<file path="config.mk">
export PLATFORM = sky130hd
export DESIGN_NAME = tcch_mac
export DESIGN_NICKNAME = d
export VERILOG_FILES = /design/src/hdl/tcch_pkg.sv /design/src/hdl/tcch_mac.sv
export SDC_FILE = /design/constraint.sdc
export NUM_CORES = 1
export LEC_CHECK = 0
export BUFFER_PORTS_ARGS = -buffer_cell sky130_fd_sc_hd__buf_2
export CORE_ASPECT_RATIO = 0.9
export CORE_MARGIN = 5
export CORE_UTILIZATION = 59
export DETAILED_ROUTE_END_ITERATION = 6
export GPL_TIMING_DRIVEN = 0
export PLACE_DENSITY = 0.83
export SLEW_MARGIN = 30
export SYNTH_ARGS = -nofsm -noshare
export SYNTH_HDL_FRONTEND = slang
export SYNTH_SLANG_ARGS = --single-unit
export TNS_END_PERCENT = 100
</file>
<file path="constraint.sdc">
create_clock -name clock -period 7.37 [get_ports clock]
set_clock_uncertainty 0.05 [all_clocks]
set_input_delay 0.3685 -clock clock [delete_from_list [all_inputs] [get_ports clock]]
set_output_delay 0.3685 -clock clock [all_outputs]
set_load 0.02 [all_outputs]
</file>
<file path="src/hdl/tcch_pkg.sv">
// Shared constants, types and lookup tables of the compass heading engine.
package tcch_pkg;

   localparam int CORDIC_STEPS_DEF = 16;
   localparam int SAMPLE_BITS_DEF  = 21;

   localparam int OP_BITS    = 2;
   localparam int CENTI_BITS = 16;
   localparam int STEP_BITS  = 5;
   localparam int ATAN_LEN   = 24;
   localparam int ATAN_BITS  = 22;

   localparam int TRIG_BITS   = 16;
   localparam int COEF_BITS   = TRIG_BITS + 1;
   localparam int ROT_XY_BITS = 18;
   localparam int ROT_Z_BITS  = 25;
   localparam int VEC_Z_BITS  = 27;

   // centidegree to Q16 degree scaling: q = n*16384/25
   localparam int MAG_BITS    = 15;
   localparam int QUO_BITS    = 10;
   localparam int REM_BITS    = 5;
   localparam int FRAC_BITS   = 14;
   localparam int RECIP_BITS  = 16;
   localparam logic [RECIP_BITS-1:0] RECIP_25 = 16'd41944;
   localparam int RECIP_SHIFT = 20;
   localparam int DIV_25      = 25;

   localparam int CENTI_HALF  = 18000;
   localparam int CENTI_TURN  = 36000;
   localparam int ANG_90      = 90 * 65536;
   localparam int ANG_180     = 180 * 65536;
   localparam int CORDIC_GAIN = 19899;
   localparam int TRIG_MAX    = 32767;
   localparam int TRIG_MIN    = -32768;
   localparam int ROUND_BIAS  = 32768;
   localparam int Q16_SHIFT   = 16;
   localparam int Q15_SHIFT   = 15;
   localparam logic [CENTI_BITS-1:0] DECL_RESET = 16'd300;

   typedef enum logic [OP_BITS-1:0] {
      OP_CLEAR   = 2'd0,
      OP_SAMPLE  = 2'd1,
      OP_FINISH  = 2'd2,
      OP_HEADING = 2'd3
   } op_type;

   typedef struct packed {
      logic                 prep;
      logic                 scale;
      logic                 load;
      logic                 step;
      logic [STEP_BITS-1:0] idx;
   } rot_ctrl_type;

   typedef struct packed {
      logic load;
      logic step;
   } mac_ctrl_type;

   typedef struct packed {
      logic                 load;
      logic                 step;
      logic [STEP_BITS-1:0] idx;
   } vec_ctrl_type;

   typedef struct packed {
      logic clear;
      logic sample;
      logic finish;
   } cal_ctrl_type;

   // arctan(2^-i) in Q16 degrees
   function automatic logic [ATAN_BITS-1:0] atan_q16deg(input logic [STEP_BITS-1:0] idx);
      logic [ATAN_BITS-1:0] val;
      unique case (idx)
         5'd0:  val = 22'd2949120;
         5'd1:  val = 22'd1740967;
         5'd2:  val = 22'd919879;
         5'd3:  val = 22'd466945;
         5'd4:  val = 22'd234379;
         5'd5:  val = 22'd117304;
         5'd6:  val = 22'd58666;
         5'd7:  val = 22'd29335;
         5'd8:  val = 22'd14668;
         5'd9:  val = 22'd7334;
         5'd10: val = 22'd3667;
         5'd11: val = 22'd1833;
         5'd12: val = 22'd917;
         5'd13: val = 22'd458;
         5'd14: val = 22'd229;
         5'd15: val = 22'd115;
         5'd16: val = 22'd57;
         5'd17: val = 22'd29;
         5'd18: val = 22'd14;
         5'd19: val = 22'd7;
         5'd20: val = 22'd4;
         5'd21: val = 22'd2;
         5'd22: val = 22'd1;
         default: val = 22'd0;
      endcase
      return val;
   endfunction

   // floor(b * 16384 / 25) for a remainder b of 0..24
   function automatic logic [FRAC_BITS-1:0] frac25(input logic [REM_BITS-1:0] b);
      logic [FRAC_BITS-1:0] val;
      unique case (b)
         5'd0:  val = 14'd0;
         5'd1:  val = 14'd655;
         5'd2:  val = 14'd1310;
         5'd3:  val = 14'd1966;
         5'd4:  val = 14'd2621;
         5'd5:  val = 14'd3276;
         5'd6:  val = 14'd3932;
         5'd7:  val = 14'd4587;
         5'd8:  val = 14'd5242;
         5'd9:  val = 14'd5898;
         5'd10: val = 14'd6553;
         5'd11: val = 14'd7208;
         5'd12: val = 14'd7864;
         5'd13: val = 14'd8519;
         5'd14: val = 14'd9175;
         5'd15: val = 14'd9830;
         5'd16: val = 14'd10485;
         5'd17: val = 14'd11141;
         5'd18: val = 14'd11796;
         5'd19: val = 14'd12451;
         5'd20: val = 14'd13107;
         5'd21: val = 14'd13762;
         5'd22: val = 14'd14417;
         5'd23: val = 14'd15073;
         5'd24: val = 14'd15728;
         default: val = 14'd0;
      endcase
      return val;
   endfunction

endpackage

</file>
<file path="src/hdl/tcch_mac.sv">
// Bit-serial multiply-accumulate of the tilt compensation sums, MSB first.
module tcch_mac #(
   parameter int VB = tcch_pkg::SAMPLE_BITS_DEF + 3,
   parameter int AW = VB + tcch_pkg::COEF_BITS + 1
) (
   input  logic                                 clock,
   input  logic                                 reset,
   input  tcch_pkg::mac_ctrl_type               ctrl,
   input  logic signed [VB-1:0]                 v0,
   input  logic signed [VB-1:0]                 v1,
   input  logic signed [VB-1:0]                 v2,
   input  logic signed [tcch_pkg::COEF_BITS-1:0] cp,
   input  logic signed [tcch_pkg::COEF_BITS-1:0] srsp,
   input  logic signed [tcch_pkg::COEF_BITS-1:0] crsp,
   input  logic signed [tcch_pkg::COEF_BITS-1:0] cr,
   input  logic signed [tcch_pkg::COEF_BITS-1:0] sr,
   output logic signed [AW-1:0]                 xc,
   output logic signed [AW-1:0]                 yc
);
   import tcch_pkg::*;

   logic [COEF_BITS-1:0] sh_cp_ff, sh_srsp_ff, sh_crsp_ff, sh_cr_ff, sh_sr_ff;
   logic                 first_ff;
   logic signed [AW-1:0] acc_x_ff, acc_y_ff;
   logic signed [AW-1:0] term_x, term_y;

   // one coefficient bit of each product per cycle
   always_comb begin
      term_x = (sh_cp_ff[COEF_BITS-1]   ? AW'(v0) : AW'(0))
             + (sh_srsp_ff[COEF_BITS-1] ? AW'(v1) : AW'(0))
             + (sh_crsp_ff[COEF_BITS-1] ? AW'(v2) : AW'(0));
      term_y = (sh_cr_ff[COEF_BITS-1]   ? AW'(v1) : AW'(0))
             - (sh_sr_ff[COEF_BITS-1]   ? AW'(v2) : AW'(0));
   end

   always_ff @(posedge clock) begin
      if (reset) begin
         first_ff <= 1'b0;
      end else if (ctrl.load) begin
         first_ff <= 1'b1;
      end else if (ctrl.step) begin
         first_ff <= 1'b0;
      end
   end

   always_ff @(posedge clock) begin
      if (ctrl.load) begin
         sh_cp_ff   <= cp;
         sh_srsp_ff <= srsp;
         sh_crsp_ff <= crsp;
         sh_cr_ff   <= cr;
         sh_sr_ff   <= sr;
         acc_x_ff   <= '0;
         acc_y_ff   <= '0;
      end else if (ctrl.step) begin
         sh_cp_ff   <= sh_cp_ff << 1;
         sh_srsp_ff <= sh_srsp_ff << 1;
         sh_crsp_ff <= sh_crsp_ff << 1;
         sh_cr_ff   <= sh_cr_ff << 1;
         sh_sr_ff   <= sh_sr_ff << 1;
         // sign bit carries negative weight
         acc_x_ff   <= first_ff ? -term_x : (acc_x_ff <<< 1) + term_x;
         acc_y_ff   <= first_ff ? -term_y : (acc_y_ff <<< 1) + term_y;
      end
   end

   assign xc = acc_x_ff;
   assign yc = acc_y_ff;

endmodule

</file>
==> summary.md <==
| Metric | Value |
|---|---|
| Outcome | finished clean |
| Final min period | 6950 ps |
| Cts repair resizes | 0 |
| Crit Path Class | flip-flop to flip-flop |
| WHS Endpoint | first_ff |
| Most common cell after layout, fill and taps aside | buf_2 |
| Power per cell area | about 320 nW/um2 |
| Clock Path Buffers | 2 |
| Input/output buffers | between 200 and 250 |
| Die height | 168.6 um |
| Mux contribution to synthesized area | a little over 6% |
| Unrepaired setup endpoints after global routing | false |
| Drt total wl | 55.38 mm |
| Global route overflow | 0 |
| Peak supply drop | 202.7 uV |
| Reg-to-Reg Start | sh_crsp_ff[16] |
| CP cell instances | clkbuf_1, nand2_1, fa_1, inv_1, ha_1, inv_1, fa_1, nor2b_1, o2111a_1, nor4b_1, nor3_1, a211oi_2, ha_1, a21oi_1, o21ai_0, nor3_1, o211ai_1, a41oi_1, o21ai_1, a21bo_2, a211oi_1, xor2_1, o22ai_1 |
| Final Hold Fails | 0 |
| Overall routing resource usage | between 30% and 40% |
| Largest net degree at the start of global routing | 57 |
| Static Leak | 8.597 nW |
| Mapped Cells | 2003 |
| Post-synth top area share | 15.48% |
| Starting Density | 59.46% |
| Crit-path max FO | 10 |
| DP Wirelength | between 40 and 50 mm |
| Die Width | 186.2 um |
| CP Capture Type | flip-flop |
| Vias per cell | roughly 6.4 |
| Netlist cell types | 90 |
| Simple-gate share of the synthesized area | roughly a fifth |
| Final setup violation count | 0 |
| Drt first pass iters | 5 |
| Worst min path class | input pin to flip-flop |
| CTS H-tree lvls | 4 |
| Antenna violations before repair | 1 |
| Nets | 2586 |
| I/O Pins | 245 |
| Vias in the first global route | 15981 |
| Sequential fraction of the synthesis area | 25.81% |
| Fraction of registers with async set/reset | 0% |
| Post-synth EDFFs | 85 |
| Final period util | between 90% and 100% |
| Initial detailed-routing violation count | roughly 2000 |
| Buf/Inv on CP | 3 |
| Syn avg cell area | 8.230 um2 |
| Routed WL per cell | 20.98 um |
| Sw Share | 48.38% |
| Inserted Clock Buffers | 17 |
| CP top delay family | compound AO/OA/AOI/OAI gates |
| Cell taking the most area after synthesis | edfxtp_1 |
| Hold_sp | reset |
| Power share of the clock group | between 10% and 20% |
| Worst Path Arrival | ~7200 ps |
| Postcts setup bufs | 0 |
| TritonCTS clock tree | yes |
| Switching pwr | 2.909 mW |
| Antenna viol nets, final | 0 |
| Clock sinks | 170 |
| CTS root buffer | clkbuf_16 |
| Layout cell share with drive strength beyond 1 | between 10% and 20% |
| R2r setup slk | 420 ps |
| Slew @ Worst Pin | about 1000 ps |
| Reg clk slew, reported paths | roughly 70 ps |
| Drt drc | 0 |
| Largest family of logic cells by synthesized area | compound AO/OA/AOI/OAI gates |
| Worst-Skew Late Latency | approximately 460 ps |
| Critical Path Start Type | flip-flop |
| DIE AREA | ~31000 um2 |
| R2R cell count | 23 |
| # fillers | 2348 |
| Max_cap viols | 0 |
| Worst EP required | between 7000 and 8000 ps |
| Sequential group share of total power | between 20% and 30% |
| Critical-path top delay cell | nor4b_1 |
| Core ar. | 27720 um2 |
| Multi-input gate area | 11570 um2 |
| Synth Area in Adders | around an eighth |
| Gate power share | 62.4% |
| Reg area | around 4300 um2 |
| GPL Wtd Cong | between 1 and 1.5 |
| Slew Viols, Final | 0 |
| Area grow syn2layout | 14.03% |
| Worst Hold Depth | 2 |
| Fin util | 67.81% |
| CTS Hold Buffers Added | 0 |
| Global-route wire length before repair | 85.51 mm |
| Synthesized Nets | between 2000 and 2500 |
| CP peak stage delay | 550 ps |
| Synth Flop Type | edfxtp_1 |
| Top cells by area, synth | edfxtp_1 (15%), dfxtp_1 (10%), ha_1 (9.9%), mux2_2 (5.5%), nand2_1 (4.7%) |
| Internal power | between 3 and 4 mW |
| Reg2Reg Capture Point | xc[38] |
| Worst rel slew slack | 31.26% |
| XOR/XNOR Fraction of Synth Area | 6.793% |
| Peak Freq | 0.1439 GHz |
| Vias post-DR | 16978 |
| Most frequent cells in the layout | buf_2 (244), nand2_1 (206), nor2_1 (184) |
| #FFs+latches synth | 170 |
| Setup_tns | 0 ps |
| Yosys warns | 0 |
| Mapped cell area | about 16000 um2 |
| Compound-Gate Fraction of Synth Area | 24.78% |
| Core Rows | 58 |
[worst max-delay path by stage]
stage / slack [ps] / endpoint / from / cells after the start
finish: 420 / xc[38] / sh_crsp_ff[16] / 23
global route: 80 / xc[38] / sh_cp_ff[16] / 22
CTS: 140 / xc[38] / sh_srsp_ff[16] / 23
detailed placement: 150 / xc[38] / sh_srsp_ff[16] / 23
global placement: 260 / xc[38] / sh_srsp_ff[16] / 23
floorplan: 1770 / xc[40] / sh_cp_ff[16] / 23
[power by group through the flow]
stage | Clock [mW] | Sequential, mW | Combinational, mW
floorplan | 0 | 1.41 | 2.62
global placement | 0 | 1.32 | 3.55
detailed placement | 0 | 1.32 | 3.62
CTS | 0.950 | 1.30 | 3.65
global route | 0.994 | 1.32 | 4.08
finish | 0.952 | 1.31 | 3.75
[registers in the layout, summed over array words and instances, names as in the netlist]
name	count
sh_crsp_ff	17
yc	42
xc	42
sh_srsp_ff	17
sh_cr_ff	17
first_ff	1
sh_sr_ff	17
sh_cp_ff	17
[metal layers]
layer | part of all wire [%] | vias up | GRT usage, %
met4 | 3.9 | 2 | 12.96
met2 | 44 | 937 | 52.97
met3 | 11 | 155 | 8.982
met1 | 41 | 8007 | 45.72
met5 | 0.013 | - | 0
li1 | - | 7877 | -
[through the flow]
stage | hold WS [ps] | instances | area (um2) | setup WS, ps | power (mW)
6_report | 50.38 | 2640 | 18800 | 420.3 | 6.013
5_1_grt | 42.64 | 2639 | 18790 | 78.79 | 6.400
4_1_cts | 35.56 | 2639 | 18780 | 141.9 | 5.904
3_5_place_dp | 426.0 | 2607 | 18180 | 151.1 | 4.946
3_3_place_gp | 424.2 | 2606 | 18150 | 264.9 | 4.873
2_1_floorplan | 390.9 | 2003 | 16480 | 1775 | 4.030
[cells in the mapped netlist, types with 12 or more instances]
library cell  number
and2_1            43
inv_1             97
nand2b_1          16
nor2_1           184
a21oi_1          150
clkbuf_1          70
or3_1             15
xnor2_1           74
nand4_1           21
a21o_1            76
fa_1              28
o21bai_1          12
o21ai_0          108
nand3_1           39
o211ai_1          14
edfxtp_1          85
mux2_2            81
and3_1            20
dfxtp_1           85
nor4_1            12
a211oi_1          60
ha_1             131
xor2_1            52
or2_2             12
o21a_1            41
a22oi_1           17
o31ai_1           14
nand2_1          206
a31oi_1           22
nor3_1            53
[kinds of logic after synthesis]
family                     Yosys count
DFF                                170
muxes                               90
adders and majority gates          159
AOI/OAI and AO/OA                  613
and+or+nand+nor                    664
xor gates and xnor gates           127
buffers and inverters              180
[layout make-up]
type / count / share of cell area [%]
clock inverters: 15 / 0.8986
repair buffers: 244 / 6.616
well taps: 360 / 2.396
clock buffers: 17 / 2.263
plain buffers: 82 / 1.657
flip-flops and latches: 170 / 22.63
inverters: 98 / 1.970
diodes: 1 / 0.01331
multi-input cells: 1653 / 61.55
Note: power is estimated with default switching activity, not from simulation.
