**src/hdl/tcch_pkg.sv**
```systemverilog
// Shared constants, types and lookup tables of the compass heading engine.
package tcch_pkg;

   localparam int CORDIC_STEPS_DEF = 16;
   localparam int SAMPLE_BITS_DEF  = 21;

   localparam int OP_BITS    = 2;
   localparam int CENTI_BITS = 16;
   localparam int STEP_BITS  = 5;
   localparam int ATAN_LEN   = 24;
   localparam int ATAN_BITS  = 22;

   localparam int TRIG_BITS   = 16;
   localparam int COEF_BITS   = TRIG_BITS + 1;
   localparam int ROT_XY_BITS = 18;
   localparam int ROT_Z_BITS  = 25;
   localparam int VEC_Z_BITS  = 27;

   // centidegree to Q16 degree scaling: q = n*16384/25
   localparam int MAG_BITS    = 15;
   localparam int QUO_BITS    = 10;
   localparam int REM_BITS    = 5;
   localparam int FRAC_BITS   = 14;
   localparam int RECIP_BITS  = 16;
   localparam logic [RECIP_BITS-1:0] RECIP_25 = 16'd41944;
   localparam int RECIP_SHIFT = 20;
   localparam int DIV_25      = 25;

   localparam int CENTI_HALF  = 18000;
   localparam int CENTI_TURN  = 36000;
   localparam int ANG_90      = 90 * 65536;
   localparam int ANG_180     = 180 * 65536;
   localparam int CORDIC_GAIN = 19899;
   localparam int TRIG_MAX    = 32767;
   localparam int TRIG_MIN    = -32768;
   localparam int ROUND_BIAS  = 32768;
   localparam int Q16_SHIFT   = 16;
   localparam int Q15_SHIFT   = 15;
   localparam logic [CENTI_BITS-1:0] DECL_RESET = 16'd300;

   typedef enum logic [OP_BITS-1:0] {
      OP_CLEAR   = 2'd0,
      OP_SAMPLE  = 2'd1,
      OP_FINISH  = 2'd2,
      OP_HEADING = 2'd3
   } op_type;

   typedef struct packed {
      logic                 prep;
      logic                 scale;
      logic                 load;
      logic                 step;
      logic [STEP_BITS-1:0] idx;
   } rot_ctrl_type;

   typedef struct packed {
      logic load;
      logic step;
   } mac_ctrl_type;

   typedef struct packed {
      logic                 load;
      logic                 step;
      logic [STEP_BITS-1:0] idx;
   } vec_ctrl_type;

   typedef struct packed {
      logic clear;
      logic sample;
      logic finish;
   } cal_ctrl_type;

   // arctan(2^-i) in Q16 degrees
   function automatic logic [ATAN_BITS-1:0] atan_q16deg(input logic [STEP_BITS-1:0] idx);
      logic [ATAN_BITS-1:0] val;
      unique case (idx)
         5'd0:  val = 22'd2949120;
         5'd1:  val = 22'd1740967;
         5'd2:  val = 22'd919879;
         5'd3:  val = 22'd466945;
         5'd4:  val = 22'd234379;
         5'd5:  val = 22'd117304;
         5'd6:  val = 22'd58666;
         5'd7:  val = 22'd29335;
         5'd8:  val = 22'd14668;
         5'd9:  val = 22'd7334;
         5'd10: val = 22'd3667;
         5'd11: val = 22'd1833;
         5'd12: val = 22'd917;
         5'd13: val = 22'd458;
         5'd14: val = 22'd229;
         5'd15: val = 22'd115;
         5'd16: val = 22'd57;
         5'd17: val = 22'd29;
         5'd18: val = 22'd14;
         5'd19: val = 22'd7;
         5'd20: val = 22'd4;
         5'd21: val = 22'd2;
         5'd22: val = 22'd1;
         default: val = 22'd0;
      endcase
      return val;
   endfunction

   // floor(b * 16384 / 25) for a remainder b of 0..24
   function automatic logic [FRAC_BITS-1:0] frac25(input logic [REM_BITS-1:0] b);
      logic [FRAC_BITS-1:0] val;
      unique case (b)
         5'd0:  val = 14'd0;
         5'd1:  val = 14'd655;
         5'd2:  val = 14'd1310;
         5'd3:  val = 14'd1966;
         5'd4:  val = 14'd2621;
         5'd5:  val = 14'd3276;
         5'd6:  val = 14'd3932;
         5'd7:  val = 14'd4587;
         5'd8:  val = 14'd5242;
         5'd9:  val = 14'd5898;
         5'd10: val = 14'd6553;
         5'd11: val = 14'd7208;
         5'd12: val = 14'd7864;
         5'd13: val = 14'd8519;
         5'd14: val = 14'd9175;
         5'd15: val = 14'd9830;
         5'd16: val = 14'd10485;
         5'd17: val = 14'd11141;
         5'd18: val = 14'd11796;
         5'd19: val = 14'd12451;
         5'd20: val = 14'd13107;
         5'd21: val = 14'd13762;
         5'd22: val = 14'd14417;
         5'd23: val = 14'd15073;
         5'd24: val = 14'd15728;
         default: val = 14'd0;
      endcase
      return val;
   endfunction

endpackage

```
**src/hdl/tcch_sincos.sv**
```systemverilog
// Iterative CORDIC sine/cosine of a centidegree angle, one rotation step a cycle.
module tcch_sincos (
   input  logic                                  clock,
   input  tcch_pkg::rot_ctrl_type                ctrl,
   input  logic signed [tcch_pkg::CENTI_BITS-1:0] angle_centideg,
   output logic signed [tcch_pkg::TRIG_BITS-1:0]  sin_q15,
   output logic signed [tcch_pkg::TRIG_BITS-1:0]  cos_q15
);
   import tcch_pkg::*;

   logic signed [CENTI_BITS:0]    wide_r;
   logic signed [CENTI_BITS:0]    red_r;
   logic signed [CENTI_BITS:0]    abs_r;
   logic                          neg_ff;
   logic [MAG_BITS-1:0]           mag_ff;
   logic [QUO_BITS-1:0]           quo_ff;
   logic [MAG_BITS+RECIP_BITS-1:0] recip_prod;
   logic [MAG_BITS-1:0]           rem_full;
   logic [QUO_BITS+FRAC_BITS-1:0] q_abs;
   logic signed [ROT_Z_BITS-1:0]  z_start;
   logic signed [ROT_Z_BITS-1:0]  z_fold;
   logic                          flip;
   logic signed [ROT_XY_BITS-1:0] x_ff;
   logic signed [ROT_XY_BITS-1:0] y_ff;
   logic signed [ROT_Z_BITS-1:0]  z_ff;
   logic                          flip_ff;
   logic signed [ROT_Z_BITS-1:0]  ang_step;
   logic signed [ROT_XY_BITS:0]   cx;
   logic signed [ROT_XY_BITS:0]   cy;

   // reduce into [-180, 180) degrees and split into sign and magnitude
   always_comb begin
      wide_r = (CENTI_BITS+1)'(angle_centideg);
      if (wide_r >= CENTI_HALF) begin
         red_r = (CENTI_BITS+1)'(wide_r - CENTI_TURN);
      end else if (wide_r < -CENTI_HALF) begin
         red_r = (CENTI_BITS+1)'(wide_r + CENTI_TURN);
      end else begin
         red_r = wide_r;
      end
      abs_r = red_r[CENTI_BITS] ? -red_r : red_r;
   end

   assign recip_prod = MAG_BITS'(mag_ff) * RECIP_25;

   // q = floor(n/25)*16384 + floor((n mod 25)*16384/25), then fold into +-90 degrees
   always_comb begin
      rem_full = mag_ff - MAG_BITS'(32'(quo_ff) * DIV_25);
      q_abs    = {quo_ff, {FRAC_BITS{1'b0}}} + (QUO_BITS+FRAC_BITS)'(frac25(rem_full[REM_BITS-1:0]));
      z_start  = neg_ff ? -ROT_Z_BITS'(q_abs) : ROT_Z_BITS'(q_abs);
      flip     = 1'b0;
      z_fold   = z_start;
      if (z_start > ANG_90) begin
         z_fold = z_start - ROT_Z_BITS'(ANG_180);
         flip   = 1'b1;
      end else if (z_start < -ANG_90) begin
         z_fold = z_start + ROT_Z_BITS'(ANG_180);
         flip   = 1'b1;
      end
   end

   assign ang_step = ROT_Z_BITS'(atan_q16deg(ctrl.idx));

   always_ff @(posedge clock) begin
      if (ctrl.prep) begin
         neg_ff <= red_r[CENTI_BITS];
         mag_ff <= abs_r[MAG_BITS-1:0];
      end
      if (ctrl.scale) begin
         quo_ff <= recip_prod[RECIP_SHIFT +: QUO_BITS];
      end
      if (ctrl.load) begin
         x_ff    <= ROT_XY_BITS'(CORDIC_GAIN);
         y_ff    <= '0;
         z_ff    <= z_fold;
         flip_ff <= flip;
      end else if (ctrl.step) begin
         if (!z_ff[ROT_Z_BITS-1]) begin
            x_ff <= x_ff - (y_ff >>> ctrl.idx);
            y_ff <= y_ff + (x_ff >>> ctrl.idx);
            z_ff <= z_ff - ang_step;
         end else begin
            x_ff <= x_ff + (y_ff >>> ctrl.idx);
            y_ff <= y_ff - (x_ff >>> ctrl.idx);
            z_ff <= z_ff + ang_step;
         end
      end
   end

   // undo the fold and clamp to Q1.15
   always_comb begin
      cx = flip_ff ? -(ROT_XY_BITS+1)'(x_ff) : (ROT_XY_BITS+1)'(x_ff);
      cy = flip_ff ? -(ROT_XY_BITS+1)'(y_ff) : (ROT_XY_BITS+1)'(y_ff);
      if (cx > TRIG_MAX)      cos_q15 = TRIG_BITS'(TRIG_MAX);
      else if (cx < TRIG_MIN) cos_q15 = TRIG_BITS'(TRIG_MIN);
      else                    cos_q15 = cx[TRIG_BITS-1:0];
      if (cy > TRIG_MAX)      sin_q15 = TRIG_BITS'(TRIG_MAX);
      else if (cy < TRIG_MIN) sin_q15 = TRIG_BITS'(TRIG_MIN);
      else                    sin_q15 = cy[TRIG_BITS-1:0];
   end

endmodule

```
**config.mk**
```make
export PLATFORM = sky130hd
export DESIGN_NAME = tcch_sincos
export DESIGN_NICKNAME = d
export VERILOG_FILES = /design/src/hdl/tcch_pkg.sv /design/src/hdl/tcch_sincos.sv
export SDC_FILE = /design/constraint.sdc
export NUM_CORES = 1
export LEC_CHECK = 0
export ABC_AREA = 1
export BUFFER_PORTS_ARGS = -buffer_cell sky130_fd_sc_hd__buf_2
export CAP_MARGIN = 20
export CORE_AREA = 2 2 237 239
export DETAILED_ROUTE_END_ITERATION = 10
export DIE_AREA = 0 0 239 241
export GPL_TIMING_DRIVEN = 1
export PLACE_DENSITY = 0.53
export SYNTH_ARGS = -nofsm -noshare
export SYNTH_HDL_FRONTEND = slang
export SYNTH_SLANG_ARGS = --single-unit
```
**constraint.sdc**
```tcl
create_clock -name clock -period 5.83 [get_ports clock]
set_input_delay 0.8745 -clock clock [delete_from_list [all_inputs] [get_ports clock]]
set_output_delay 0.8745 -clock clock [all_outputs]
set_load 0.05 [all_outputs]
```
==> impl_table.tex <==
\begin{tabular}{lr}
\hline
Metric & Value \\
\hline
\multicolumn{2}{l}{\textbf{Timing}} \\
\quad Pin slew with the least headroom to its limit & roughly 860 ps \\
\quad Relative slew margins & 42.61\% \\
\quad Final hold violation count & 0 \\
\quad Final period utilization & between 90\% and 100\% \\
\quad Shortest clock period the worst path allows after layout & 5346 ps \\
\quad Worst clock skew & approximately 18 ps \\
\quad Post-route setup TNS & 0 ps \\
\quad Count of final max-slew check failures & 0 \\
\quad Setup repair after global routing missed its margin & yes \\
\quad Number of setup violations in the final report & 0 \\
\quad F\_max & roughly 190 MHz \\
\multicolumn{2}{l}{\textbf{Outcome}} \\
\quad Status & finished clean \\
\multicolumn{2}{l}{\textbf{Clock tree}} \\
\quad Root Buffer & sky130\_fd\_sc\_hd\_\_clkbuf\_16 \\
\quad Clock net sink count & between 80 and 90 \\
\quad Maximum buffer depth of the clock tree & 2 \\
\quad Number of levels in the clock H-tree & 3 \\
\quad TritonCTS clock tree & built \\
\quad Worst-Skew Late Latency & 390 ps \\
\quad Reg clk slew, reported paths & around 70 ps \\
\quad Inserted Clock Buffers & 9 \\
\multicolumn{2}{l}{\textbf{Floorplan}} \\
\quad Horiz. Die Dim & approximately 240 um \\
\quad IO Count & a little under 60 \\
\quad Site Rows & 86 \\
\quad Die outline height & around 240 um \\
\quad Floorplan Core Area & 54880 sq um \\
\quad Starting Density & $\sim$30\% \\
\quad Die area & 57600 sq um \\
\multicolumn{2}{l}{\textbf{Synth}} \\
\quad Ys flop type & sky130\_fd\_sc\_hd\_\_edfxtp\_1 \\
\quad Post-synthesis cell area & roughly 16000 sq um \\
\quad Share of synthesized flip-flops with an asynchronous set or reset & 0\% \\
\quad Fraction of synthesized cell area taken by the top area cell type & between 10\% and 20\% \\
\quad Gate Count Post-Synth & between 2000 and 2500 \\
\quad Library cell occupying the most area in the post-synthesis netlist & sky130\_fd\_sc\_hd\_\_ha\_1 \\
\quad Post-synthesis cell type count & 60 \\
\quad Number of warning messages in the yosys log & 0 \\
\quad Syn\_nets & between 2000 and 3000 \\
\quad Average size of a mapped cell & roughly 6.6 sq um \\
\quad \#FFs+latches synth & a little under 90 \\
\quad EDFF count, synth & 52 \\
\quad Sequential share of the synthesized area & $\sim$14\% \\
\quad Top cells by area in the synthesized netlist & sky130\_fd\_sc\_hd\_\_ha\_1 (14\%), sky130\_fd\_sc\_hd\_\_nand2\_1 (13\%), sky130\_fd\_sc\_hd\_\_edfxtp\_1 (9.5\%) \\
\multicolumn{2}{l}{\textbf{Worst setup path}} \\
\quad Crit path arrival time & roughly 5500 ps \\
\quad R2R Setup Slk & roughly 480 ps \\
\quad Critical Path Fanout Max & 6 \\
\quad Worst Setup Path Type & register to register \\
\quad Required time of the critical path & 5970 ps \\
\quad Worst Setup Start Kind & register \\
\quad Endpoint kind of the worst setup timing path & register \\
\multicolumn{2}{l}{\textbf{Drt}} \\
\quad Initial drt markers & 968 \\
\quad Post-route ant nets & 0 \\
\quad Average via count per standard cell & around 4.9 \\
\quad Detailed-route wire length per cell & 14.78 um \\
\quad Vias post-DR & 15910 \\
\quad TritonRoute pass-1 iters & 5 \\
\quad Wirelength, routed & 48.13 mm \\
\quad DRC errors left & 0 \\
\multicolumn{2}{l}{\textbf{Run}} \\
\quad Max-cap violation count & 0 \\
\multicolumn{2}{l}{\textbf{GRT}} \\
\quad GRT Overall Usage & about 17\% \\
\quad Wire length of the first global-routing pass & 78.44 mm \\
\quad Initial antenna violation count & 1 \\
\quad Aggregate global routing overflow & 0 \\
\quad Pin count of the biggest net entering global routing & 63 \\
\quad Via count of the first global-routing pass & roughly 16000 \\
\multicolumn{2}{l}{\textbf{Cells and area}} \\
\quad Area Growth Syn to Fin & 10.37\% \\
\quad Area used by sequential logic in the layout & between 2000 and 2500 sq um \\
\quad Post-Layout Cell Count & $\sim$3300 \\
\quad Finished Cell Area & approximately 18000 sq um \\
\quad Post-layout nets & around 2800 \\
\quad Fin util & 32.98\% \\
\quad Number of filler instances in the final layout & just over 6000 \\
\quad Share of layout cells above drive strength 1 & just over 9\% \\
\quad Area of the multi-input gates & between 10000 and 15000 sq um \\
\multicolumn{2}{l}{\textbf{Place}} \\
\quad Final GP Congestion & slightly above 0.9 \\
\quad HPWL after detailed placement & 39.87 mm \\
\quad I/O Buffers & 57 \\
\quad Cell area reported after detailed placement & around 18000 sq um \\
\quad Placed insts & between 3000 and 4000 \\
\multicolumn{2}{l}{\textbf{Worst hold path}} \\
\quad Kind of path behind the tightest hold check & register to register \\
\hline
\end{tabular}
[what timing repair did]
action                                  CTS  global route
hold buffers                              0             0
buffers inserted                          0             5
gates resized for setup                   0            12
endpoints found under the setup margin    0            13
[cells in the mapped netlist, types with 12 or more instances]
cell                         n
sky130_fd_sc_hd__xnor2_1    29
sky130_fd_sc_hd__nor2_1    196
sky130_fd_sc_hd__dfxtp_1    36
sky130_fd_sc_hd__nand2_2    23
sky130_fd_sc_hd__o22ai_1    17
sky130_fd_sc_hd__nor3_1     27
sky130_fd_sc_hd__buf_2      16
sky130_fd_sc_hd__o21ai_1    13
sky130_fd_sc_hd__clkbuf_1   37
sky130_fd_sc_hd__inv_1     408
sky130_fd_sc_hd__xor2_1    105
sky130_fd_sc_hd__o21ai_0   198
sky130_fd_sc_hd__a21oi_1   141
sky130_fd_sc_hd__nand2_4    12
sky130_fd_sc_hd__o31ai_1    15
sky130_fd_sc_hd__ha_1      190
sky130_fd_sc_hd__fa_1       72
sky130_fd_sc_hd__nand4_1    19
sky130_fd_sc_hd__o211ai_1   15
sky130_fd_sc_hd__inv_2      15
sky130_fd_sc_hd__nand3_1   135
sky130_fd_sc_hd__nand2_1   569
sky130_fd_sc_hd__edfxtp_1   52
[worst paths after layout]
check | cells after the start | startpoint | end
setup / recovery | 21 | mag_ff[10] | quo_ff[8]
hold / removal | 2 | x_ff[0] | x_ff[0]
setup reg to reg | 21 | mag_ff[10] | quo_ff[8]
hold reg to reg | 2 | x_ff[0] | x_ff[0]
[kinds of logic (layout without fill, tap and decap cells)]
group / after synthesis / in the layout / share of synthesized area, %
AO/OA/AOI/OAI: 468 / 468 / 16.19
adder cells (fa/ha/maj): 262 / 262 / 23.29
buffers and inverters: 492 / 567 / 11.59
AND/OR/NAND/NOR: 1023 / 1023 / 27.24
XOR/XNOR: 134 / 134 / 7.158
multiplexers: 10 / 10 / 0.6105
other: 0 / 1 / 0
flip-flops: 88 / 88 / 13.92
[worst max-delay path, stage by stage (launching register included)]
cell                       delay, ps
sky130_fd_sc_hd__edfxtp_1        550
sky130_fd_sc_hd__ha_1            390
sky130_fd_sc_hd__inv_1            60
sky130_fd_sc_hd__fa_1            520
sky130_fd_sc_hd__inv_1            60
sky130_fd_sc_hd__fa_1            500
sky130_fd_sc_hd__inv_1            50
sky130_fd_sc_hd__fa_1            480
sky130_fd_sc_hd__inv_1            60
sky130_fd_sc_hd__fa_1            500
sky130_fd_sc_hd__ha_1            340
sky130_fd_sc_hd__nand2_1          80
sky130_fd_sc_hd__o21a_1          190
sky130_fd_sc_hd__a21boi_1        170
sky130_fd_sc_hd__o31ai_1         410
sky130_fd_sc_hd__nand3_1         120
sky130_fd_sc_hd__nand2_1         120
sky130_fd_sc_hd__nand2_1          60
sky130_fd_sc_hd__nand2_1          90
sky130_fd_sc_hd__a21o_1          150
sky130_fd_sc_hd__a21oi_1          80
sky130_fd_sc_hd__xnor2_1         120
[final cells by class]
| class | instances | share of cell area, % |
|---|---|---|
| inverter | 429 | 8.954 |
| clock inverter | 7 | 0.4287 |
| clock buffer | 9 | 1.245 |
| tap | 704 | 4.868 |
| antenna | 1 | 0.01383 |
| timing repair buffer | 122 | 4.308 |
| sequential | 88 | 12.61 |
| multi-input combinational | 1897 | 67.57 |
[state kept, by name, indices dropped and copies added (netlist names)]
| register | flops |
|---|---|
| flip_ff | 1 |
| mag_ff | 15 |
| neg_ff | 1 |
| quo_ff | 10 |
| x_ff | 18 |
| y_ff | 18 |
| z_ff | 25 |
[cells in the final DEF, fill, tap and decap left out, types with 4 or more instances in the layout]
| cell type | synthesis | final |
|---|---|---|
| sky130_fd_sc_hd__nand2_2 | 23 | 23 |
| sky130_fd_sc_hd__inv_1 | 408 | 407 |
| sky130_fd_sc_hd__dfxtp_1 | 36 | 36 |
| sky130_fd_sc_hd__inv_2 | 15 | 15 |
| sky130_fd_sc_hd__o21bai_1 | 8 | 8 |
| sky130_fd_sc_hd__clkinv_1 | 5 | 4 |
| sky130_fd_sc_hd__mux2i_1 | 10 | 10 |
| sky130_fd_sc_hd__o21a_1 | 10 | 10 |
| sky130_fd_sc_hd__nand4_1 | 19 | 19 |
| sky130_fd_sc_hd__clkbuf_16 | 0 | 9 |
| sky130_fd_sc_hd__or2_2 | 10 | 10 |
| sky130_fd_sc_hd__a31oi_1 | 8 | 8 |
| sky130_fd_sc_hd__xor2_1 | 105 | 105 |
| sky130_fd_sc_hd__o21ai_0 | 198 | 196 |
| sky130_fd_sc_hd__buf_4 | 2 | 64 |
| sky130_fd_sc_hd__buf_2 | 16 | 57 |
| sky130_fd_sc_hd__fa_1 | 72 | 71 |
| sky130_fd_sc_hd__xnor2_1 | 29 | 29 |
| sky130_fd_sc_hd__a21boi_0 | 6 | 5 |
| sky130_fd_sc_hd__nand2_1 | 569 | 569 |
| sky130_fd_sc_hd__o32ai_1 | 7 | 7 |
| sky130_fd_sc_hd__o22ai_1 | 17 | 17 |
| sky130_fd_sc_hd__nand3_2 | 9 | 9 |
| sky130_fd_sc_hd__nor2_2 | 4 | 5 |
| sky130_fd_sc_hd__o2111ai_1 | 4 | 4 |
| sky130_fd_sc_hd__o31ai_1 | 15 | 15 |
| sky130_fd_sc_hd__o221ai_1 | 7 | 7 |
| sky130_fd_sc_hd__nor2_1 | 196 | 194 |
| sky130_fd_sc_hd__nor3_1 | 27 | 27 |
| sky130_fd_sc_hd__ha_1 | 190 | 189 |
| sky130_fd_sc_hd__nand2_4 | 12 | 12 |
| sky130_fd_sc_hd__o211ai_1 | 15 | 15 |
| sky130_fd_sc_hd__o21ai_1 | 13 | 15 |
| sky130_fd_sc_hd__a21oi_1 | 141 | 141 |
| sky130_fd_sc_hd__o311ai_0 | 5 | 4 |
| sky130_fd_sc_hd__edfxtp_1 | 52 | 52 |
| sky130_fd_sc_hd__nand3_1 | 135 | 135 |
[stage by stage]
step,hold WS [ps],setup WS (ps)
after floorplan,494.6,618.0
after global placement,548.7,-117.6
after detailed placement,552.0,-167.9
after CTS,565.1,228.7
after global routing,593.8,-3.622
final,559.2,484.2
[layer usage]
layer | part of all wire, % | wire (um) | track usage, %
met5 | 0.027 | 13 | 0
met4 | 2.1 | 1003 | 4.470
met3 | 3.8 | 1829 | 2.425
met2 | 48 | 23100 | 29.62
met1 | 46 | 22190 | 21.71
Power is not shown: default switching activity piles up to over one toggle a cycle in this logic, so the estimate is an artifact.
