File: src/hdl/tcch_pkg.sv
// Shared constants, types and lookup tables of the compass heading engine.
package tcch_pkg;

   localparam int CORDIC_STEPS_DEF = 16;
   localparam int SAMPLE_BITS_DEF  = 21;

   localparam int OP_BITS    = 2;
   localparam int CENTI_BITS = 16;
   localparam int STEP_BITS  = 5;
   localparam int ATAN_LEN   = 24;
   localparam int ATAN_BITS  = 22;

   localparam int TRIG_BITS   = 16;
   localparam int COEF_BITS   = TRIG_BITS + 1;
   localparam int ROT_XY_BITS = 18;
   localparam int ROT_Z_BITS  = 25;
   localparam int VEC_Z_BITS  = 27;

   // centidegree to Q16 degree scaling: q = n*16384/25
   localparam int MAG_BITS    = 15;
   localparam int QUO_BITS    = 10;
   localparam int REM_BITS    = 5;
   localparam int FRAC_BITS   = 14;
   localparam int RECIP_BITS  = 16;
   localparam logic [RECIP_BITS-1:0] RECIP_25 = 16'd41944;
   localparam int RECIP_SHIFT = 20;
   localparam int DIV_25      = 25;

   localparam int CENTI_HALF  = 18000;
   localparam int CENTI_TURN  = 36000;
   localparam int ANG_90      = 90 * 65536;
   localparam int ANG_180     = 180 * 65536;
   localparam int CORDIC_GAIN = 19899;
   localparam int TRIG_MAX    = 32767;
   localparam int TRIG_MIN    = -32768;
   localparam int ROUND_BIAS  = 32768;
   localparam int Q16_SHIFT   = 16;
   localparam int Q15_SHIFT   = 15;
   localparam logic [CENTI_BITS-1:0] DECL_RESET = 16'd300;

   typedef enum logic [OP_BITS-1:0] {
      OP_CLEAR   = 2'd0,
      OP_SAMPLE  = 2'd1,
      OP_FINISH  = 2'd2,
      OP_HEADING = 2'd3
   } op_type;

   typedef struct packed {
      logic                 prep;
      logic                 scale;
      logic                 load;
      logic                 step;
      logic [STEP_BITS-1:0] idx;
   } rot_ctrl_type;

   typedef struct packed {
      logic load;
      logic step;
   } mac_ctrl_type;

   typedef struct packed {
      logic                 load;
      logic                 step;
      logic [STEP_BITS-1:0] idx;
   } vec_ctrl_type;

   typedef struct packed {
      logic clear;
      logic sample;
      logic finish;
   } cal_ctrl_type;

   // arctan(2^-i) in Q16 degrees
   function automatic logic [ATAN_BITS-1:0] atan_q16deg(input logic [STEP_BITS-1:0] idx);
      logic [ATAN_BITS-1:0] val;
      unique case (idx)
         5'd0:  val = 22'd2949120;
         5'd1:  val = 22'd1740967;
         5'd2:  val = 22'd919879;
         5'd3:  val = 22'd466945;
         5'd4:  val = 22'd234379;
         5'd5:  val = 22'd117304;
         5'd6:  val = 22'd58666;
         5'd7:  val = 22'd29335;
         5'd8:  val = 22'd14668;
         5'd9:  val = 22'd7334;
         5'd10: val = 22'd3667;
         5'd11: val = 22'd1833;
         5'd12: val = 22'd917;
         5'd13: val = 22'd458;
         5'd14: val = 22'd229;
         5'd15: val = 22'd115;
         5'd16: val = 22'd57;
         5'd17: val = 22'd29;
         5'd18: val = 22'd14;
         5'd19: val = 22'd7;
         5'd20: val = 22'd4;
         5'd21: val = 22'd2;
         5'd22: val = 22'd1;
         default: val = 22'd0;
      endcase
      return val;
   endfunction

   // floor(b * 16384 / 25) for a remainder b of 0..24
   function automatic logic [FRAC_BITS-1:0] frac25(input logic [REM_BITS-1:0] b);
      logic [FRAC_BITS-1:0] val;
      unique case (b)
         5'd0:  val = 14'd0;
         5'd1:  val = 14'd655;
         5'd2:  val = 14'd1310;
         5'd3:  val = 14'd1966;
         5'd4:  val = 14'd2621;
         5'd5:  val = 14'd3276;
         5'd6:  val = 14'd3932;
         5'd7:  val = 14'd4587;
         5'd8:  val = 14'd5242;
         5'd9:  val = 14'd5898;
         5'd10: val = 14'd6553;
         5'd11: val = 14'd7208;
         5'd12: val = 14'd7864;
         5'd13: val = 14'd8519;
         5'd14: val = 14'd9175;
         5'd15: val = 14'd9830;
         5'd16: val = 14'd10485;
         5'd17: val = 14'd11141;
         5'd18: val = 14'd11796;
         5'd19: val = 14'd12451;
         5'd20: val = 14'd13107;
         5'd21: val = 14'd13762;
         5'd22: val = 14'd14417;
         5'd23: val = 14'd15073;
         5'd24: val = 14'd15728;
         default: val = 14'd0;
      endcase
      return val;
   endfunction

endpackage

File: src/hdl/tcch_calib.sv
// Hard-iron calibration: per-axis min/max trackers and doubled offsets.
module tcch_calib #(
   parameter int SAMPLE_BITS = tcch_pkg::SAMPLE_BITS_DEF
) (
   input  logic                          clock,
   input  logic                          reset,
   input  tcch_pkg::cal_ctrl_type        ctrl,
   input  logic signed [SAMPLE_BITS-1:0] mag_x,
   input  logic signed [SAMPLE_BITS-1:0] mag_y,
   input  logic signed [SAMPLE_BITS-1:0] mag_z,
   output logic signed [SAMPLE_BITS:0]   off_x,
   output logic signed [SAMPLE_BITS:0]   off_y,
   output logic signed [SAMPLE_BITS:0]   off_z
);
   import tcch_pkg::*;

   localparam logic signed [SAMPLE_BITS-1:0] POS_MAX = {1'b0, {(SAMPLE_BITS-1){1'b1}}};
   localparam logic signed [SAMPLE_BITS-1:0] NEG_MIN = {1'b1, {(SAMPLE_BITS-1){1'b0}}};

   logic signed [SAMPLE_BITS-1:0] mag [3];
   logic signed [SAMPLE_BITS-1:0] min_ff [3];
   logic signed [SAMPLE_BITS-1:0] max_ff [3];
   logic signed [SAMPLE_BITS:0]   off_ff [3];
   logic                          seen_ff;

   assign mag[0] = mag_x;
   assign mag[1] = mag_y;
   assign mag[2] = mag_z;

   for (genvar k = 0; k < 3; k++) begin : g_axis
      always_ff @(posedge clock) begin
         if (reset || ctrl.clear) begin
            min_ff[k] <= POS_MAX;
            max_ff[k] <= NEG_MIN;
            off_ff[k] <= '0;
         end else begin
            if (ctrl.sample) begin
               if (mag[k] < min_ff[k]) min_ff[k] <= mag[k];
               if (mag[k] > max_ff[k]) max_ff[k] <= mag[k];
            end
            if (ctrl.finish) begin
               off_ff[k] <= seen_ff ? (SAMPLE_BITS+1)'(max_ff[k]) + (SAMPLE_BITS+1)'(min_ff[k])
                                    : '0;
            end
         end
      end
   end

   always_ff @(posedge clock) begin
      if (reset || ctrl.clear) begin
         seen_ff <= 1'b0;
      end else if (ctrl.sample) begin
         seen_ff <= 1'b1;
      end
   end

   assign off_x = off_ff[0];
   assign off_y = off_ff[1];
   assign off_z = off_ff[2];

endmodule

File: config.mk
export PLATFORM = sky130hd
export DESIGN_NAME = tcch_calib
export DESIGN_NICKNAME = d
export VERILOG_FILES = /design/src/hdl/tcch_pkg.sv /design/src/hdl/tcch_calib.sv
export SDC_FILE = /design/constraint.sdc
export NUM_CORES = 1
export LEC_CHECK = 0
export ABC_AREA = 1
export BUFFER_PORTS_ARGS = -buffer_cell sky130_fd_sc_hd__buf_4
export CAP_MARGIN = 10
export CORE_MARGIN = 5
export CORE_UTILIZATION = 40
export CTS_CLUSTER_SIZE = 20
export DETAILED_ROUTE_END_ITERATION = 8
export SYNTH_ARGS = -nofsm -noshare
export SYNTH_HDL_FRONTEND = slang
export SYNTH_SLANG_ARGS = --single-unit
export TNS_END_PERCENT = 30
File: constraint.sdc
create_clock -name clock -period 5 [get_ports clock]
set_input_delay 1 -clock clock [delete_from_list [all_inputs] [get_ports clock]]
set_output_delay 1 -clock clock [all_outputs]
set_load 0.01 [all_outputs]
==> results_dict.tcl, run 1 <==
set metrics [dict create \
    areaGrowthSynthToFinish_pct 14.7 \
    first_pass_iters 5 \
    path_clk_slew_ns 0.07 \
    diodes 0 \
    clock_path_buffers 2 \
    start_util_pct 40.6 \
    required_ns 5.19 \
    cellLeakagePower_uw 0.00856 \
    synthTopCellsByArea "edfxtp_1, ha_1, nand2_1" \
    synth-edff-count 192 \
    drv_slew 0 \
    grt_pass1_wl_um 63100 \
    critical-path-max-stage-delay_ns 0.66 \
    fin_util_pct 46.5 \
    min_path_type "reg2reg" \
    io_pins 134 \
    wl_per_cell_um 16.3 \
    gr-total-overflow 0 \
    grt_util_all_layers_pct 19.6 \
    grt_pass1_vias 12000 \
    avgSynthCellArea_um2 7.98 \
    worstMarginPinSlew_ns 1.19 \
    synthesis.nets 2070 \
    crit_chain "buf_4, ha_1, nand2_1, nor2_1, nand2_1, nor2_1, nand2_1, nand4_1, nand2_1, nor2_1, buf_4, nand3_1" \
    drive_gt1_share_pct 13.0 \
    dr_total_vias 12200 \
    placementRows 69 \
    ant_nets 0 \
    synth_seq_area_share_pct 40.0 \
    fin_crit_ns 3.04 \
    die_w_um 200 \
    cap_violations 0 \
    crit_fanout 11 \
    ir_worst_vdd_uv 248 \
    synth_area_um2 14500 \
    path_depth 12 \
    outcome "completed" \
    fp.dieH_um 200 \
    fin_nets 2208 \
    tritoncts "yes" \
    die-area_um2 40100 \
    drc 0 \
    h-tree-depth 4 \
    cp_top_family "simple AND/OR/NAND/NOR gates" \
    powerDensity_nw_per_um2 276 \
    yosysUniqueCellTypes 34 \
    maxSlewHeadroom_pct 20.9 \
    startpoint_type "input port" \
    dpl.hpwl_um 31900 \
    endpoint_kind "flip-flop" \
    antenna_found_initial 1 \
    cts_hold_buf 0 \
    async_flop_share_pct 0 \
    grt_max_degree 67 \
    fin_setup_tns_ns 0 \
    vias_per_cell 5.04 \
    synth_top_cell_by_area "edfxtp_1" \
    setup_viol 0 \
    slowest_stage "nor2_1" \
    crit_top_cell "nand2_1" \
    worstPathArrival_ns 3.23 \
    synth-seq-cells 193 \
    finalWeightedCongestion 0.907 \
    cts_buffers 17 \
    drt_iter0_drc 784 \
    insertion_delay_ns 0.45 \
    drt_wl_total_um 39500 \
    r2r_cells 12 \
    cts_resized 0 \
    critPathKind "in2reg" \
    hold_viol_final 0 \
    holdPathStages 2 \
    core-area_um2 35700 \
    io_buffers 133 \
    postSynthCellCount 1813 \
    fin_crit_sh_pct 60.9 \
    yosysWarnings 0 \
    cts-root-buf "clkbuf_16" \
    max_freq_mhz 328 \
    path_buf_inv 2 \
    synth.top_cell.area_share_pct 39.9 \
    finalClockSkew_ns 0.0124 \
    cts_setup_buffers 0 \
    ys.flop_type "edfxtp_1" \
    cts.sinks 193 \
    rsz0062_at_grt "no" \
]
layout make-up:
type / count / area [µm²]
timing repair buffer: 145 / 1090
fill: 3545 / 19100
clock inverter: 13 / 163
tap: 461 / 577
clock buffer: 19 / 433
inverter: 340 / 1280
multi-input combinational: 1254 / 7270
sequential: 193 / 5790
routing by layer:
layer	GRT usage, %	part of all wire [%]	vias up	wire length [µm]
met5	0	0.033	-	13
met4	6.37	2.5	2	973
met3	3.07	4.7	49	1860
met2	31.9	46	277	18200
met1	26.8	47	5662	18500
li1	-	-	6227	-
power by group:
group / switching [µW] / internal [µW] / total (µW) / leakage, µW
registers: 47.7 / 1860 / 1910 / 0.00198
logic: 827 / 427 / 1250 / 0.00630
clock network: 633 / 787 / 1420 / 0.000275
total: 1510 / 3080 / 4580 / 0.00856
registers in the layout, summed over array words and instances (netlist names):
name and count:
max_ff 63, min_ff 63, off_ff 66, seen_ff 1
synth_stat cells (2+ instances only):
cell type,n
o21a_1,7
nand2_2,3
ha_1,186
edfxtp_1,192
nor3_1,16
o21ai_0,60
clkbuf_1,13
nand2_1,422
inv_1,337
o21bai_1,6
and2_1,2
inv_2,3
nor2_1,154
o21ai_1,7
nor3b_1,2
nand3b_1,2
fa_1,3
nand3_2,4
nand4_1,21
nand3_1,127
a21o_1,12
a21oi_1,149
nor2_2,63
buf_6,6
buf_2,7
layout by cell type (no fill, tap or decap), types with 6 or more instances in the layout:
master,netlist,layout
o21a_1,7,7
inv_1,337,337
nand4_1,21,21
o21ai_1,7,7
o21ai_0,60,57
a21oi_1,149,149
o21bai_1,6,6
clkbuf_16,0,17
nor3_1,16,16
edfxtp_1,192,192
nor2_2,63,63
nor2_1,154,154
ha_1,186,186
a21o_1,12,12
buf_4,0,145
nand3_1,127,127
nand2_1,422,421
worst paths after layout:
kind / slack (ns) / end / startpoint
worst min-delay path: 0.51 / seen_ff / seen_ff
worst max-delay path: 1.96 / min_ff[0][8] / mag_x[20]
worst max register to register: 2.18 / min_ff[0][8] / min_ff[0][20]
worst min register to register: 0.51 / seen_ff / seen_ff
through the flow:
step / cells / setup slack [ns] / hold slack, ns / instance area, µm² / total power [µW]
6_report: 2425 / 1.96 / 0.514 / 16600 / 4580
3_5_place_dp: 2393 / 1.53 / 0.503 / 16000 / 3180
4_1_cts: 2425 / 2.01 / 0.517 / 16600 / 4600
5_1_grt: 2425 / 1.75 / 0.552 / 16600 / 4860
3_3_place_gp: 2393 / 1.57 / 0.494 / 16000 / 3170
2_1_floorplan: 1813 / 1.17 / 0.483 / 14500 / 2780
cells by family after synthesis:
kind of cell | share of synthesized area, %
flip-flops | 40.0
buffers and inverters | 9.87
adder cells (fa/ha/maj) | 16.5
AND/OR/NAND/NOR | 24.6
AO/OA/AOI/OAI | 9.06
worst register-to-register path: stages, from the launching register on:
cell and delay, ns:
edfxtp_1 0.39, inv_1 0.07, ha_1 0.31, nand2_1 0.07, nor2_1 0.15, nand2_1 0.09
nor2_1 0.11, nand2_1 0.08, nand4_1 0.12, nand2_1 0.09, nor2_1 0.66, buf_4 0.32
nand3_1 0.09
No activity file was read; power rests on OpenSTA's default activity.
==> run 2, diff against run 1 <==
==> constraint.sdc (replaced) <==
create_clock -name clock -period 2.7 [get_ports clock]
set_input_delay 0.54 -clock clock [delete_from_list [all_inputs] [get_ports clock]]
set_output_delay 0.54 -clock clock [all_outputs]
set_load 0.01 [all_outputs]
==> results_dict.tcl, run 2 (same netlist as run 1, synthesis figures left out) <==
set metrics [dict create \
    outcome "completed" \
    rsz0062_at_grt "no" \
    cts_buffers 17 \
    clkPwrFrac_pct 30.5 \
    swShare_pct 32.5 \
    cts-root-buf "clkbuf_16" \
    worstPathArrival_ns 2.54 \
    reg_top3 "off_ff x66, max_ff x63, min_ff x63" \
    cellLeakagePower_uw 0.00866 \
    drc 0 \
    insertion_delay_ns 0.45 \
    largest_register_ff_count 66 \
    final_cell_mix "nand2_1, inv_1, edfxtp_1, ha_1, nor2_1" \
    fp.dieH_um 200 \
    cap_violations 0 \
    cts_setup_buffers 0 \
    r2r_end "off_ff[0][14]" \
    endpoint_kind "flip-flop" \
    max_freq_mhz 426 \
    io_buffers 133 \
    dr_wl_met2_um 18400 \
    wl_met1_um 17400 \
    fillers 3476 \
    core-area_um2 35700 \
    gr-total-overflow 0 \
    power.total_uw 8480 \
    layout_commonest_cell "nand2_1" \
    p_int_uw 5730 \
    fin_ws_ns 0.351 \
    fin_crit_ns 2.35 \
    crit_fanout 5 \
    cts_hold_buf 0 \
    top_layer_used "met4" \
    drt_iter0_drc 934 \
    cts.sinks 193 \
    finalNonFillerCells 2434 \
    die-area_um2 40100 \
    die_w_um 200 \
    vias_per_cell 5.09 \
    wl_met3_um 2450 \
    power_frac_seq_pct 41.7 \
    maxSlewHeadroom_pct 62.4 \
    io_pins 134 \
    whs_endpoint "seen_ff" \
    r2r_cells 12 \
    fin_nets 2218 \
    required_ns 2.89 \
    start_util_pct 40.6 \
    switchingPower_uw 2750 \
    ant_nets 0 \
    finalWeightedCongestion 0.898 \
    drv_slew 0 \
    areaGrowthSynthToFinish_pct 16.2 \
    placed_area_um2 16200 \
    top_register "off_ff" \
    rr_startpoint "min_ff[0][0]" \
    tritoncts "yes" \
    first_pass_iters 5 \
    design_area_um2 16800 \
    worstMarginPinSlew_ns 0.564 \
    power_frac_comb_pct 27.8 \
    setup_viol 0 \
    drive_gt1_share_pct 13.3 \
    path_clk_slew_ns 0.07 \
    grt_pass1_vias 12100 \
    ir_worst_vdd_uv 480 \
    grt_pass1_wl_um 62800 \
    wl_per_cell_um 16.1 \
    clock_path_buffers 2 \
    fin_crit_sh_pct 87.0 \
    grt_util_all_layers_pct 19.5 \
    dpl.hpwl_um 31300 \
    drt_wl_total_um 39100 \
    min_from "reset" \
    min_path_type "in2reg" \
    dr_total_vias 12400 \
    dpl.cell_count 2403 \
    grt_max_degree 77 \
    startpoint_type "flip-flop" \
    finalClockSkew_ns 0.0146 \
    hold_viol_final 0 \
    r2r_setup_slack_ns 0.35 \
    h-tree-depth 4 \
    powerDensity_nw_per_um2 504 \
    critPathKind "reg2reg" \
    place_worst_setup_slack_ns 0.115 \
    cts_resized 0 \
    antenna_found_initial 0 \
    fin_setup_tns_ns 0 \
    diodes 0 \
    placementRows 69 \
    holdPathStages 4 \
]
## run 2: per-layer routing
layer	up-vias	GRT usage, %
met5	-	0
met4	0	5.61
met3	52	4.14
met2	351	32.8
met1	5741	25.5
li1	6252	-
## run 2: area by class of cell
type	instances	area, µm²	area share (%)
inverter	340	1280	7.59
clock inverter	10	136	0.811
multi-input combinational	1254	7270	43.2
tap	461	577	3.43
timing repair buffer	155	1330	7.89
clock buffer	21	440	2.62
sequential	193	5790	34.4
## run 2: worst max-delay path by stage
stage	startpoint	cells after the start	slack, ns	end
3_3_place_gp	mag_y[20]	12	0.21	min_ff[1][2]
3_5_place_dp	mag_z[20]	12	0.12	min_ff[2][6]
5_1_grt	min_ff[0][0]	12	0.17	off_ff[0][18]
2_1_floorplan	mag_z[20]	9	-0.09	min_ff[2][0]
6_report	min_ff[0][0]	12	0.35	off_ff[0][14]
4_1_cts	min_ff[2][20]	12	0.37	min_ff[2][1]
## run 2: power groups by stage
stage / clock network, µW / logic (µW) / registers [µW]
after floorplan: 0 / 1560 / 3590
after global placement: 0 / 2300 / 3600
after detailed placement: 0 / 2330 / 3600
after CTS: 2640 / 2350 / 3530
after global routing: 2770 / 2690 / 3550
final: 2590 / 2360 / 3530
## run 2: critical path, cell delays in order (launching register included)
cell and delay, ns:
edfxtp_1 0.44, ha_1 0.28, fa_1 0.41, nand3_1 0.10, nand2_1 0.10, nand2_1 0.07
nand2_1 0.18, nand2_1 0.11, nand2_1 0.11, nand2_1 0.11, nand3_1 0.07, nand2_1 0.06
nor2_1 0.05
## run 2: through the flow
stage	utilization (%)	hold WS (ns)
3_5_place_dp	45.5	0.500
5_1_grt	47.1	0.387
4_1_cts	47.1	0.362
3_3_place_gp	45.5	0.495
6_report	47.1	0.382
2_1_floorplan	-	0.483
==> run 3, diff against run 2 <==
--- a/config.mk
+++ b/config.mk
@@ -12,6 +12,7 @@
 export CORE_UTILIZATION = 40
 export CTS_CLUSTER_SIZE = 20
 export DETAILED_ROUTE_END_ITERATION = 8
+export RECOVER_POWER = 100
 export SYNTH_ARGS = -nofsm -noshare
 export SYNTH_HDL_FRONTEND = slang
 export SYNTH_SLANG_ARGS = --single-unit
==> results_dict.tcl, run 3 (same netlist as run 1, synthesis figures left out) <==
set metrics [dict create \
    outcome "completed" \
    reg_top3 "off_ff x66, max_ff x63, min_ff x63" \
    dpl.cell_count 2403 \
    crit_chain "inv_1, ha_1, nand2_1, nor2_1, nand2_1, nor2_1, nand2_1, nand4_1, nand2_1, o21ai_0, clkbuf_4" \
    tritoncts "yes" \
    required_ns 2.81 \
    finalClockSkew_ns 0.0131 \
    fin_nets 2218 \
    critical-path-max-stage-delay_ns 0.39 \
    switchingPower_uw 2730 \
    startpoint_type "flip-flop" \
    core-area_um2 35700 \
    layout_commonest_cell "nand2_1" \
    largest_register_ff_count 66 \
    power_frac_seq_pct 42.0 \
    setup_viol 0 \
    cellLeakagePower_uw 0.00833 \
    fillers 3571 \
    p_int_uw 5670 \
    finalWeightedCongestion 0.898 \
    cp_top_family "simple AND/OR/NAND/NOR gates" \
    wl_per_cell_um 16.1 \
    drt_wl_total_um 39200 \
    grt_util_all_layers_pct 19.5 \
    areaGrowthSynthToFinish_pct 12.9 \
    grt_max_degree 77 \
    fin_crit_sh_pct 90.9 \
    seq_area_um2 5790 \
    worstMarginPinSlew_ns 1.01 \
    cap_violations 0 \
    endpoint_kind "flip-flop" \
    fin_util_pct 45.8 \
    cts-root-buf "clkbuf_16" \
    io_pins 134 \
    r2r_cells 11 \
    worstPathArrival_ns 2.57 \
    die-area_um2 40100 \
    cts.sinks 193 \
    swShare_pct 32.5 \
    grt_pass1_wl_um 62800 \
    cts_resized 0 \
    ant_nets 0 \
    drc 0 \
    path_depth 11 \
    holdPathStages 4 \
    maxSlewHeadroom_pct 32.8 \
    final_cell_mix "nand2_1, inv_1, edfxtp_1, ha_1, nor2_1" \
    clock_path_buffers 2 \
    die_w_um 200 \
    crit_start "min_ff[2][20]" \
    vias_per_cell 5.09 \
    fp.dieH_um 200 \
    start_util_pct 40.6 \
    cts_setup_buffers 0 \
    top_register "off_ff" \
    multi_input_area_um2 7140 \
    cts_buffers 17 \
    diodes 0 \
    max_freq_mhz 407 \
    rsz0062_at_grt "no" \
    slowest_stage "clkbuf_4" \
    critPathKind "reg2reg" \
    io_buffers 133 \
    finalNonFillerCells 2434 \
    crit_fanout 21 \
    powerDensity_nw_per_um2 515 \
    power_frac_comb_pct 27.2 \
    insertion_delay_ns 0.45 \
    gr-total-overflow 0 \
    h-tree-depth 4 \
    drt_iter0_drc 990 \
    drive_gt1_share_pct 7.60 \
    dpl.hpwl_um 31300 \
    antenna_found_initial 0 \
    min_path_type "in2reg" \
    grt_pass1_vias 12100 \
    path_clk_slew_ns 0.07 \
    path_buf_inv 2 \
    crit_top_cell "nand2_1" \
    first_pass_iters 5 \
    hold_viol_final 0 \
    clkPwrFrac_pct 30.8 \
    min_from "reset" \
    drv_slew 0 \
    cts_hold_buf 0 \
    ir_worst_vdd_uv 490 \
    dr_total_vias 12400 \
    fin_crit_ns 2.45 \
    placementRows 69 \
    rr_startpoint "min_ff[2][20]" \
]
run 3: cell count changes in the layout (fill, tap and decap cells not counted), sizes merged:
cell / change
buf: -81
clkinv: +1
clkbuf: +81
inv: -1
run 3: layout make-up:
cell class	count	area share, %
clock buffer	21	2.70
clock inverter	10	0.835
inverter	340	7.82
multi-input combinational	1254	43.7
sequential	193	35.4
tap	461	3.53
timing repair buffer	155	5.99
run 3: worst reg2reg max path, cell delays in order, from the launching register on:
cell and delay, ns:
edfxtp_1 0.35, inv_1 0.05, ha_1 0.31, nand2_1 0.09, nor2_1 0.15, nand2_1 0.13
nor2_1 0.11, nand2_1 0.10, nand4_1 0.16, nand2_1 0.11, o21ai_0 0.15, clkbuf_4 0.39
run 3: path summary, 6_finish.rpt:
path,to,slack (ns)
setup / recovery,min_ff[2][2],0.25
hold / removal,seen_ff,0.40
setup reg to reg,min_ff[2][2],0.25
hold reg to reg,seen_ff,0.46
run 3: per-layer routing:
layer	track usage, %	vias up	part of all wire (%)
met2	32.8	328	47
met4	5.61	0	2.2
met3	4.14	56	6.1
met5	0	-	0
met1	25.5	5751	45
li1	-	6248	-
run 3: through the flow:
stage / setup TNS, ns / power, µW / worst slack, ns / hold WS (ns) / area (µm²)
2_1_floorplan: -1.88 / 5150 / -0.0895 / 0.483 / 14500
3_3_place_gp: 0 / 5890 / 0.211 / 0.495 / 16200
3_5_place_dp: 0 / 5930 / 0.115 / 0.500 / 16200
4_1_cts: 0 / 8520 / 0.366 / 0.362 / 16800
5_1_grt: 0 / 8930 / 0.0872 / 0.400 / 16300
6_report: 0 / 8400 / 0.245 / 0.399 / 16300
run 3: power groups by stage:
stage | registers, µW | logic, µW | clock network (µW)
final | 3530 | 2290 | 2590
after global routing | 3550 | 2620 | 2770
after CTS | 3530 | 2350 | 2640
after detailed placement | 3600 | 2330 | 0
after global placement | 3600 | 2300 | 0
after floorplan | 3590 | 1560 | 0
